`src/rtl/lmtc_pkg.sv`:
```
// Shared types and constants for the LCD mode timing controller.
// Used by lmtc_regs, lmtc_seq and lcd_mode_timing_controller; depends on nothing.
`default_nettype none

package lmtc_pkg;

  // Item kinds carried on in_tuser
  localparam logic [1:0] ACT_TICK  = 2'd0;
  localparam logic [1:0] ACT_WRITE = 2'd1;
  localparam logic [1:0] ACT_READ  = 2'd2;

  // Register map
  localparam logic [15:0] ADDR_LCDC = 16'hFF40;
  localparam logic [15:0] ADDR_STAT = 16'hFF41;
  localparam logic [15:0] ADDR_SCY  = 16'hFF42;
  localparam logic [15:0] ADDR_SCX  = 16'hFF43;
  localparam logic [15:0] ADDR_LY   = 16'hFF44;
  localparam logic [15:0] ADDR_LYC  = 16'hFF45;
  localparam logic [15:0] ADDR_BGP  = 16'hFF47;
  localparam logic [15:0] ADDR_OBP0 = 16'hFF48;
  localparam logic [15:0] ADDR_OBP1 = 16'hFF49;
  localparam logic [15:0] ADDR_WY   = 16'hFF4A;
  localparam logic [15:0] ADDR_WX   = 16'hFF4B;

  // Register reset values and read masks
  localparam logic [7:0] CONTROL_RESET = 8'h91;
  localparam logic [7:0] STATUS_RESET  = 8'h81;
  localparam logic [7:0] BGP_RESET     = 8'hE4;
  localparam logic [7:0] STAT_RMASK    = 8'h7C;
  localparam logic [7:0] STAT_FORCE    = 8'h80;
  localparam logic [7:0] UNMAPPED_DATA = 8'hFF;

  // Line kinds of the sequencer
  localparam logic [1:0] KIND_FIRST  = 2'd0;
  localparam logic [1:0] KIND_NORMAL = 2'd1;
  localparam logic [1:0] KIND_VBLANK = 2'd2;
  localparam logic [1:0] KIND_LAST   = 2'd3;

  // LCD modes
  localparam logic [1:0] MODE_HBLANK = 2'd0;
  localparam logic [1:0] MODE_VBLANK = 2'd1;
  localparam logic [1:0] MODE_OAM    = 2'd2;
  localparam logic [1:0] MODE_XFER   = 2'd3;

  // Countdown reloads (signed 16-bit countdown)
  localparam logic signed [15:0] CD_RESET  = 16'sd80;
  localparam logic signed [15:0] CD_OAM    = 16'sd80;
  localparam logic signed [15:0] CD_XFER   = 16'sd336;
  localparam logic signed [15:0] CD_HEND   = 16'sd32;
  localparam logic signed [15:0] CD_STEP   = 16'sd4;
  localparam logic signed [15:0] CD_LINE   = 16'sd452;
  localparam logic signed [15:0] CD_FLOOR  = 16'sh8000;

  // Line numbers
  localparam logic [7:0] LINE_VBLANK   = 8'd144;
  localparam logic [7:0] LINE_LAST_SEQ = 8'd153;
  localparam logic [7:0] SEQ_RESET     = 8'd154;

  // One input word
  typedef struct packed {
    logic [1:0]  action;
    logic [15:0] bus_address;
    logic [7:0]  write_data;
    logic [7:0]  tick_cycles;
  } item_t;

  // Registers the sequencer looks at
  typedef struct packed {
    logic [7:0] control;
    logic [7:0] status;
    logic [7:0] compare;
  } lcd_regs_t;

  // Sequencer state visible on register reads
  typedef struct packed {
    logic [7:0] line;
    logic [1:0] mode;
    logic       match;
  } seq_status_t;

  // Per-tick event flags
  typedef struct packed {
    logic       vblank_request;
    logic       stat_request;
    logic       render_request;
    logic [7:0] render_line;
    logic       frame_done;
  } tick_flags_t;

endpackage

`default_nettype wire

```
`src/rtl/lmtc_regs.sv`:
```
// LCD register file (0xFF40..0xFF4B) with the bus read mux.
// Depends on lmtc_pkg; reads sequencer status from lmtc_seq.
`default_nettype none

module lmtc_regs (
  input  wire                      clk,
  input  wire                      rst_n,
  input  wire                      wr_en,
  input  wire [15:0]               addr,
  input  wire [7:0]                wdata,
  input  lmtc_pkg::seq_status_t    seq_status,
  output lmtc_pkg::lcd_regs_t      regs,
  output logic                     restart,
  output logic [7:0]               read_data
);

  logic [7:0] control_r, status_r, scy_r, scx_r, lyc_r;
  logic [7:0] bgp_r, obp0_r, obp1_r, wy_r, wx_r;

  // Display turning on restarts the line sequencer
  assign restart = wr_en && (addr == lmtc_pkg::ADDR_LCDC) && !control_r[7] && wdata[7];

  // Register writes; LY is read only
  always_ff @(posedge clk) begin
    if (!rst_n) begin
      control_r <= lmtc_pkg::CONTROL_RESET;
      status_r  <= lmtc_pkg::STATUS_RESET;
      scy_r     <= 8'd0;
      scx_r     <= 8'd0;
      lyc_r     <= 8'd0;
      bgp_r     <= lmtc_pkg::BGP_RESET;
      obp0_r    <= 8'd0;
      obp1_r    <= 8'd0;
      wy_r      <= 8'd0;
      wx_r      <= 8'd0;
    end else if (wr_en) begin
      unique case (addr)
        lmtc_pkg::ADDR_LCDC: control_r <= wdata;
        lmtc_pkg::ADDR_STAT: status_r  <= wdata;
        lmtc_pkg::ADDR_SCY:  scy_r     <= wdata;
        lmtc_pkg::ADDR_SCX:  scx_r     <= wdata;
        lmtc_pkg::ADDR_LYC:  lyc_r     <= wdata;
        lmtc_pkg::ADDR_BGP:  bgp_r     <= wdata;
        lmtc_pkg::ADDR_OBP0: obp0_r    <= wdata;
        lmtc_pkg::ADDR_OBP1: obp1_r    <= wdata;
        lmtc_pkg::ADDR_WY:   wy_r      <= wdata;
        lmtc_pkg::ADDR_WX:   wx_r      <= wdata;
        default: ;
      endcase
    end
  end

  assign regs.control = control_r;
  assign regs.status  = status_r;
  assign regs.compare = lyc_r;

  // Read mux; unmapped addresses read as all ones
  always_comb begin
    unique case (addr)
      lmtc_pkg::ADDR_LCDC: read_data = control_r;
      lmtc_pkg::ADDR_STAT: read_data = (status_r & lmtc_pkg::STAT_RMASK)
                                       | {5'd0, seq_status.match, seq_status.mode}
                                       | lmtc_pkg::STAT_FORCE;
      lmtc_pkg::ADDR_SCY:  read_data = scy_r;
      lmtc_pkg::ADDR_SCX:  read_data = scx_r;
      lmtc_pkg::ADDR_LY:   read_data = control_r[7] ? seq_status.line : 8'd0;
      lmtc_pkg::ADDR_LYC:  read_data = lyc_r;
      lmtc_pkg::ADDR_BGP:  read_data = bgp_r;
      lmtc_pkg::ADDR_OBP0: read_data = obp0_r;
      lmtc_pkg::ADDR_OBP1: read_data = obp1_r;
      lmtc_pkg::ADDR_WY:   read_data = wy_r;
      lmtc_pkg::ADDR_WX:   read_data = wx_r;
      default:             read_data = lmtc_pkg::UNMAPPED_DATA;
    endcase
  end

endmodule

`default_nettype wire

```
`src/rtl/lmtc_seq.sv`:
```
// Scanline and mode sequencer: countdown, line kinds, interrupt flags.
// Depends on lmtc_pkg; takes register values from lmtc_regs.
`default_nettype none

module lmtc_seq (
  input  wire                      clk,
  input  wire                      rst_n,
  input  wire                      tick_en,
  input  wire [7:0]                tick_cycles,
  input  wire                      restart,
  input  lmtc_pkg::lcd_regs_t      regs,
  output lmtc_pkg::seq_status_t    seq_status,
  output lmtc_pkg::tick_flags_t    flags
);

  logic [7:0]         line_r, line_nxt;
  logic [7:0]         seq_r, seq_nxt;
  logic [1:0]         kind_r, kind_nxt;
  logic signed [15:0] cd_r, cd_nxt;
  logic [1:0]         pend_r, pend_nxt;
  logic [1:0]         cur_r, cur_nxt;
  logic               match_r, match_nxt;

  logic signed [16:0] cd_diff;
  logic signed [15:0] cd_sat;
  logic               due;
  logic               st_mode;
  logic [7:0]         seq_inc;

  // Subtract elapsed cycles, saturate at the signed floor
  assign cd_diff = {cd_r[15], cd_r} - {9'd0, tick_cycles};
  assign cd_sat  = (cd_diff[16] && !cd_diff[15]) ? lmtc_pkg::CD_FLOOR : cd_diff[15:0];
  assign due     = cd_sat[15] || (cd_sat == 16'sd0);
  assign seq_inc = seq_r + 8'd1;

  // STAT request from entering a mode whose source is enabled
  assign st_mode =
      (cur_r != lmtc_pkg::MODE_VBLANK && pend_r == lmtc_pkg::MODE_VBLANK && regs.status[4])
   || (cur_r != lmtc_pkg::MODE_HBLANK && pend_r == lmtc_pkg::MODE_HBLANK && regs.status[3])
   || (cur_r != lmtc_pkg::MODE_OAM    && pend_r == lmtc_pkg::MODE_OAM    && regs.status[5]);

  // One transition per tick
  always_comb begin
    line_nxt  = line_r;
    seq_nxt   = seq_r;
    kind_nxt  = kind_r;
    cd_nxt    = cd_r;
    pend_nxt  = pend_r;
    cur_nxt   = cur_r;
    match_nxt = match_r;
    flags     = '0;
    if (restart) begin
      line_nxt = 8'd0;
      seq_nxt  = 8'd0;
      kind_nxt = lmtc_pkg::KIND_FIRST;
      pend_nxt = lmtc_pkg::MODE_OAM;
      cur_nxt  = lmtc_pkg::MODE_HBLANK;
    end else if (tick_en) begin
      if (tick_cycles != 8'd0) begin
        match_nxt = 1'b0;
      end
      cd_nxt = cd_sat;
      if (due) begin
        flags.stat_request = st_mode;
        cur_nxt = pend_r;
        unique case (kind_r)
          lmtc_pkg::KIND_LAST: begin
            if (pend_r == lmtc_pkg::MODE_VBLANK) begin
              line_nxt = 8'd0;
              cd_nxt   = cd_sat + lmtc_pkg::CD_LINE;
              pend_nxt = lmtc_pkg::MODE_HBLANK;
            end else if (pend_r == lmtc_pkg::MODE_HBLANK) begin
              cd_nxt   = cd_sat + lmtc_pkg::CD_STEP;
              pend_nxt = lmtc_pkg::MODE_OAM;
              seq_nxt  = 8'd0;
              kind_nxt = lmtc_pkg::KIND_FIRST;
            end
          end
          lmtc_pkg::KIND_FIRST: begin
            if (pend_r == lmtc_pkg::MODE_OAM) begin
              flags.render_request = 1'b1;
              flags.render_line    = line_r;
              cd_nxt   = cd_sat + lmtc_pkg::CD_OAM;
              pend_nxt = lmtc_pkg::MODE_XFER;
            end else if (pend_r == lmtc_pkg::MODE_XFER) begin
              cd_nxt   = cd_sat + lmtc_pkg::CD_XFER;
              pend_nxt = lmtc_pkg::MODE_HBLANK;
            end else if (pend_r == lmtc_pkg::MODE_HBLANK) begin
              cd_nxt   = cd_sat + lmtc_pkg::CD_HEND;
              seq_nxt  = seq_inc;
              kind_nxt = lmtc_pkg::KIND_NORMAL;
            end
          end
          lmtc_pkg::KIND_NORMAL: begin
            if (pend_r == lmtc_pkg::MODE_OAM) begin
              match_nxt = (line_r == regs.compare);
              cd_nxt    = cd_sat + lmtc_pkg::CD_OAM;
              pend_nxt  = lmtc_pkg::MODE_XFER;
            end else if (pend_r == lmtc_pkg::MODE_XFER) begin
              cd_nxt   = cd_sat + lmtc_pkg::CD_XFER;
              pend_nxt = lmtc_pkg::MODE_HBLANK;
            end else if (pend_r == lmtc_pkg::MODE_HBLANK && seq_r == line_r) begin
              cd_nxt   = cd_sat + lmtc_pkg::CD_HEND;
              seq_nxt  = seq_inc;
              kind_nxt = (seq_inc < lmtc_pkg::LINE_VBLANK) ? lmtc_pkg::KIND_NORMAL
                                                           : lmtc_pkg::KIND_VBLANK;
            end else if (pend_r == lmtc_pkg::MODE_HBLANK) begin
              line_nxt = line_r + 8'd1;
              flags.render_request = 1'b1;
              flags.render_line    = line_r + 8'd1;
              cd_nxt   = cd_sat + lmtc_pkg::CD_STEP;
              pend_nxt = lmtc_pkg::MODE_OAM;
            end
          end
          lmtc_pkg::KIND_VBLANK: begin
            if (pend_r == lmtc_pkg::MODE_HBLANK) begin
              line_nxt = line_r + 8'd1;
              cd_nxt   = cd_sat + lmtc_pkg::CD_STEP;
              pend_nxt = lmtc_pkg::MODE_VBLANK;
              // Entering vblank drops the mode-change STAT request
              if (line_r + 8'd1 == lmtc_pkg::LINE_VBLANK) begin
                flags.vblank_request = regs.control[7];
                flags.stat_request   = 1'b0;
                flags.frame_done     = 1'b1;
              end
            end else if (pend_r == lmtc_pkg::MODE_VBLANK && seq_r == line_r) begin
              cd_nxt  = cd_sat + lmtc_pkg::CD_LINE;
              seq_nxt = seq_inc;
            end else if (pend_r == lmtc_pkg::MODE_VBLANK) begin
              line_nxt = line_r + 8'd1;
              cd_nxt   = cd_sat + lmtc_pkg::CD_STEP;
              kind_nxt = (seq_r < lmtc_pkg::LINE_LAST_SEQ) ? lmtc_pkg::KIND_VBLANK
                                                           : lmtc_pkg::KIND_LAST;
            end
          end
          default: ;
        endcase
      end
      // LYC match keeps raising STAT while enabled
      if (match_nxt && regs.status[6]) begin
        flags.stat_request = 1'b1;
      end
    end
  end

  always_ff @(posedge clk) begin
    if (!rst_n) begin
      line_r  <= 8'd0;
      seq_r   <= lmtc_pkg::SEQ_RESET;
      kind_r  <= lmtc_pkg::KIND_LAST;
      cd_r    <= lmtc_pkg::CD_RESET;
      pend_r  <= lmtc_pkg::MODE_HBLANK;
      cur_r   <= lmtc_pkg::MODE_HBLANK;
      match_r <= 1'b0;
    end else begin
      line_r  <= line_nxt;
      seq_r   <= seq_nxt;
      kind_r  <= kind_nxt;
      cd_r    <= cd_nxt;
      pend_r  <= pend_nxt;
      cur_r   <= cur_nxt;
      match_r <= match_nxt;
    end
  end

  assign seq_status.line  = line_r;
  assign seq_status.mode  = cur_r;
  assign seq_status.match = match_r;

endmodule

`default_nettype wire

```
`src/rtl/lcd_mode_timing_controller.sv`:
```
// LCD mode timing controller: input register, register file, sequencer, result register.
// Depends on lmtc_pkg, lmtc_regs and lmtc_seq.
//
// Usage:
//   Input words arrive on in_tvalid/in_tready/in_tdata/in_tuser; in_tuser selects
//   a tick, a register write or a register read. Every accepted word produces
//   exactly one result word on out_tvalid/out_tready/out_tdata, in order.
//   A word is acted on while it sits in the input register: the register file and
//   the sequencer finish it in that same cycle and load the result register, so
//   out_tvalid rises once the result register is loaded. Throughput is one word per
//   cycle while the output is not stalled; the sequencer state update for one word
//   is a single compare/add pass, so the next word already sees the updated state.
//   While the receiver holds out_tready low, the result register holds its word
//   and one more word may wait in the input register; in_tready falls only when
//   both are full.
//   Synchronous active-low reset loads the register reset values (control 0x91,
//   status 0x81, background palette 0xE4), puts the sequencer on the last line
//   with a countdown of 80 and empties both pipeline registers.
`default_nettype none

module lcd_mode_timing_controller (
  input  wire         clk,
  input  wire         rst_n,
  input  wire         in_tvalid,
  output logic        in_tready,
  input  wire  [31:0] in_tdata,   // bus_address[15:0], write_data[23:16], tick_cycles[31:24]
  input  wire  [1:0]  in_tuser,   // action[1:0]
  output logic        out_tvalid,
  input  wire         out_tready,
  output logic [23:0] out_tdata   // read_data[7:0], vblank_request[8], stat_request[9],
                                  // render_request[10], render_line[18:11], frame_done[19],
                                  // zero[23:20]
);

  logic                   s1_valid_r, s1_valid_nxt;
  lmtc_pkg::item_t        s1_item_r;
  logic                   out_valid_r, out_valid_nxt;
  logic [23:0]            out_data_r;

  logic                   advance;
  logic                   proc;
  logic                   in_fire;
  logic [7:0]             rd_data;
  logic                   restart;
  lmtc_pkg::lcd_regs_t    regs;
  lmtc_pkg::seq_status_t  seq_status;
  lmtc_pkg::tick_flags_t  flags;
  lmtc_pkg::tick_flags_t  res_flags;
  logic [7:0]             res_read;

  // Handshake: result register frees when empty or taken
  assign advance   = !out_valid_r || out_tready;
  assign proc      = s1_valid_r && advance;
  assign in_tready = !s1_valid_r || advance;
  assign in_fire   = in_tvalid && in_tready;

  assign s1_valid_nxt  = in_fire || (s1_valid_r && !advance);
  assign out_valid_nxt = proc || (out_valid_r && !out_tready);

  always_ff @(posedge clk) begin
    if (!rst_n) begin
      s1_valid_r  <= 1'b0;
      out_valid_r <= 1'b0;
    end else begin
      s1_valid_r  <= s1_valid_nxt;
      out_valid_r <= out_valid_nxt;
    end
  end

  // Capture the input word
  always_ff @(posedge clk) begin
    if (in_fire) begin
      s1_item_r.action      <= in_tuser;
      s1_item_r.bus_address <= in_tdata[15:0];
      s1_item_r.write_data  <= in_tdata[23:16];
      s1_item_r.tick_cycles <= in_tdata[31:24];
    end
  end

  lmtc_regs u_regs (
    .clk        (clk),
    .rst_n      (rst_n),
    .wr_en      (proc && s1_item_r.action == lmtc_pkg::ACT_WRITE),
    .addr       (s1_item_r.bus_address),
    .wdata      (s1_item_r.write_data),
    .seq_status (seq_status),
    .regs       (regs),
    .restart    (restart),
    .read_data  (rd_data)
  );

  lmtc_seq u_seq (
    .clk         (clk),
    .rst_n       (rst_n),
    .tick_en     (proc && s1_item_r.action == lmtc_pkg::ACT_TICK),
    .tick_cycles (s1_item_r.tick_cycles),
    .restart     (restart),
    .regs        (regs),
    .seq_status  (seq_status),
    .flags       (flags)
  );

  // Select result fields by item kind
  assign res_read  = (s1_item_r.action == lmtc_pkg::ACT_READ) ? rd_data : 8'd0;
  assign res_flags = (s1_item_r.action == lmtc_pkg::ACT_TICK) ? flags : '0;

  always_ff @(posedge clk) begin
    if (proc) begin
      out_data_r <= {4'd0, res_flags.frame_done, res_flags.render_line,
                     res_flags.render_request, res_flags.stat_request,
                     res_flags.vblank_request, res_read};
    end
  end

  assign out_tvalid = out_valid_r;
  assign out_tdata  = out_data_r;

  // A frame completion never coincides with a line render
  a_frame_no_render: assert property (@(posedge clk) disable iff (!rst_n)
    out_tvalid && out_tdata[19] |-> !out_tdata[10])
    else $error("frame_done together with render_request");

  // Vblank request only comes with frame completion
  a_vblank_frame: assert property (@(posedge clk) disable iff (!rst_n)
    out_tvalid && out_tdata[8] |-> out_tdata[19])
    else $error("vblank_request without frame_done");

  // Render line is zero unless a render is flagged
  a_render_line: assert property (@(posedge clk) disable iff (!rst_n)
    out_tvalid && !out_tdata[10] |-> out_tdata[18:11] == 8'd0)
    else $error("render_line set without render_request");

  // A processed word always lands in the result register
  a_proc_loads: assert property (@(posedge clk) disable iff (!rst_n)
    proc |=> out_tvalid)
    else $error("processed word lost");

endmodule

`default_nettype wire

```
`config.mk`:
```
export PLATFORM = sky130hd
export DESIGN_NAME = lcd_mode_timing_controller
export DESIGN_NICKNAME = d
export VERILOG_FILES = /design/src/rtl/lmtc_pkg.sv /design/src/rtl/lmtc_regs.sv /design/src/rtl/lmtc_seq.sv /design/src/rtl/lcd_mode_timing_controller.sv
export SDC_FILE = /design/constraint.sdc
export NUM_CORES = 1
export LEC_CHECK = 0
export BUFFER_PORTS_ARGS = -buffer_cell sky130_fd_sc_hd__buf_4
export CAP_MARGIN = 20
export CORE_AREA = 2 2 162 164
export CTS_CLUSTER_SIZE = 14
export DETAILED_ROUTE_END_ITERATION = 7
export DIE_AREA = 0 0 164 166
export GPL_TIMING_DRIVEN = 0
export PLACE_DENSITY_LB_ADDON = 0.15
export SETUP_SLACK_MARGIN = 0.4
export SLEW_MARGIN = 5
export SYNTH_ARGS = -nofsm -noshare
export SYNTH_HDL_FRONTEND = slang
export SYNTH_SLANG_ARGS = --single-unit
```
`constraint.sdc`:
```
create_clock -name clk -period 5.1 [get_ports clk]
set_input_delay 0 -clock clk [delete_from_list [all_inputs] [get_ports clk]]
set_output_delay 0 -clock clk [all_outputs]
set_load 0.005 [all_outputs]
```
==> results.json <==
{
  "status": "completed",
  "use_met2_pct": 47.6,
  "grt_pass1_wl_um": 65500,
  "grt_usage_pct": 31.9,
  "grt_max_degree": 35,
  "pin_count": 64,
  "cap_violations": 0,
  "grt.busiest_layer": "met2",
  "cellLeakagePower_nw": 5.07,
  "h-tree-depth": 4,
  "worstSkewPairLatency_ps": 450,
  "die_area_um2": 27200,
  "firstDrtPassIters": 7,
  "cts_tree": "built",
  "ys_ff_latch": 172,
  "fin_util_pct": 53.2,
  "hold_viol_final": 0,
  "via_per_inst": 6.08,
  "drtAntennaViolNets": 0,
  "crit_type": "register to register",
  "min_period_ps": 4590,
  "hold_class": "input pin to register",
  "peakVddDrop_mv": 0.209,
  "synth_largest_area_cell": "dfxtp_1",
  "start_util_pct": 44.1,
  "wl_per_cell_um": 23.3,
  "setup_viol": 0,
  "synth_top_area_share_pct": 20.9,
  "dp.cells": 1774,
  "core_area_um2": 25600,
  "p_sw_mw": 1.46,
  "pwr_density_cell_nw_per_um2": 291,
  "die_width_um": 164,
  "nFillCells": 2413,
  "area_delta_synth_final_pct": 20.8,
  "post-route-period-util_pct": 90.0,
  "cts_buffers": 17,
  "grt_overflow_total": 0,
  "async_flop_share_pct": 0,
  "grt_pass1_vias": 10673,
  "sw_frac_of_total_pct": 36.7,
  "critPathRequiredTime_ps": 5420,
  "yosys-top-cells-count": "nand2_1 (188), nor2_1 (135), dfxtp_1 (118)",
  "cp_data_arrival_time_ps": 4910,
  "cp_max_fo": 7,
  "syn_area_per_cell_um2": 8.19,
  "finalClockSkew_ps": 14.8,
  "instances_no_fill": 1870,
  "cts_sinks": 172,
  "worst_slack_ps": 511,
  "antenna_found_initial": 0,
  "dp_hpwl_um": 31500,
  "drc": 0,
  "start_kind": "register",
  "die_h_um": 166,
  "cts_buffer_depth": 2,
  "synth_flop_cell": "dfxtp_1",
  "synth_edf_count": 54,
  "largest_reg_flops": 34,
  "drtIter0Drc": 1251,
  "synth_most_common_cell": "nand2_1",
  "tightest_slew_ps": 1010,
  "grt.met3_usage_pct": 7.54,
  "vias": 11378,
  "clk_pin_slew_ps": 90,
  "pwr-share-seq_pct": 36.9,
  "netlist_area_um2": 11300,
  "numPortBuffers": 58,
  "rsz0062_at_grt": "yes",
  "worst_setup_path_end_kind": "register",
  "yosys_warnings": 0,
  "power.internal_mw": 2.51,
  "insertedDiodeCount": 0,
  "hold_slack_ps": 198,
  "synth.area.top_cells": "dfxtp_1 (21%), edfxtp_1 (14%), nand2_1 (6.3%)",
  "rows": 59,
  "drive_gt1_share_pct": 14.9,
  "dp_slack_ps": -549,
  "max_flop_register": "s1_item_r",
  "max_slew_margin_pct": 30.7,
  "slew_violations": 0,
  "drt-total-wl_um": 43700,
  "synth-seq-area-share_pct": 35.3,
  "root_buffer": "clkbuf_16",
  "grtUsageMet1_pct": 45.0,
  "clockPowerShare_pct": 35.7,
  "globalplace.congestion": 1.01,
  "synth_cell_types": 91,
  "nets": 1587,
  "synth_cells": 1378,
  "combPwrFrac_pct": 27.4,
  "fmax_ghz": 0.218
}
[cells by family after synthesis]
family / share of synthesized area [%]
XOR/XNOR: 4.32
AND/OR/NAND/NOR: 23.7
AO/OA/AOI/OAI: 21.5
adder cells (fa/ha/maj): 3.06
multiplexers: 7.11
other: 0.0332
flip-flops: 35.3
buffers and inverters: 5.06
[final cells by class]
cell class | instances | area, µm² | share of cell area (%)
buffer | 102 | 449 | 3.30
clock buffer | 17 | 425 | 3.12
clock inverter | 15 | 209 | 1.53
inverter | 37 | 139 | 1.02
multi-input combinational | 1070 | 7000 | 51.3
sequential | 172 | 3980 | 29.2
tap | 335 | 419 | 3.08
timing repair buffer | 122 | 1010 | 7.40
[layout by cell type, fill, tap and decap left out, types with 34 or more instances in the layout]
| cell type | instances |
|---|---|
| inv_1 | 35 |
| nand2_1 | 186 |
| buf_4 | 90 |
| edfxtp_1 | 54 |
| clkbuf_1 | 70 |
| o21ai_0 | 49 |
| nor3_1 | 34 |
| dlygate4sd3_1 | 37 |
| nor2_1 | 133 |
| a21oi_1 | 115 |
| dfxtp_1 | 118 |
| mux2i_1 | 61 |
| nand3_1 | 38 |
[worst paths after layout]
kind	slack, ps	to	startpoint	cells after the start
worst max-delay path	510	u_seq.cd_r[14]	s1_item_r[3]	13
worst min-delay path	200	u_seq.cd_r[7]	rst_n	3
worst max register to register	510	u_seq.cd_r[14]	s1_item_r[3]	13
worst min register to register	450	u_regs.obp0_r[0]	u_regs.obp0_r[0]	2
[stage by stage]
step	instance area [µm²]	setup TNS (ps)	total power [mW]
2_1_floorplan	11300	0	2.12
3_3_place_gp	12200	-1820	2.44
3_5_place_dp	12200	-1500	2.43
4_1_cts	13400	0	3.90
5_1_grt	13600	0	4.09
6_report	13600	0	3.96
[routing by layer]
layer / part of all wire [%] / vias to the layer above
li1: - / 5302
met1: 44 / 5445
met2: 44 / 534
met3: 9.0 / 97
met4: 3.6 / 0
met5: 0 / -
[power groups by stage]
stage                     Combinational [mW]  Clock, mW  Sequential [mW]
after CTS                               1.02       1.42             1.46
after global placement                 0.949          0             1.49
after floorplan                        0.630          0             1.49
after detailed placement               0.938          0             1.49
after global routing                    1.15       1.48             1.47
final                                   1.09       1.41             1.46
[worst max-delay path, cell delays in order, from the launching register on]
cell,delay (ps)
edfxtp_1,390
inv_1,80
ha_2,300
nor2_2,190
a211oi_4,80
buf_4,160
o31a_2,410
o211ai_1,660
nand4_1,550
or4_1,690
o21ai_0,240
a21oi_1,90
a2111oi_1,480
a21oi_1,130
[what timing repair did]
item,4_1_cts,5_1_grt
pin swaps,7,15
hold buffers,37,0
resized for setup,35,23
setup endpoints to repair,40,35
hold endpoints to repair,36,0
setup buffers,12,15
Note: power is estimated with default switching activity, not from simulation.
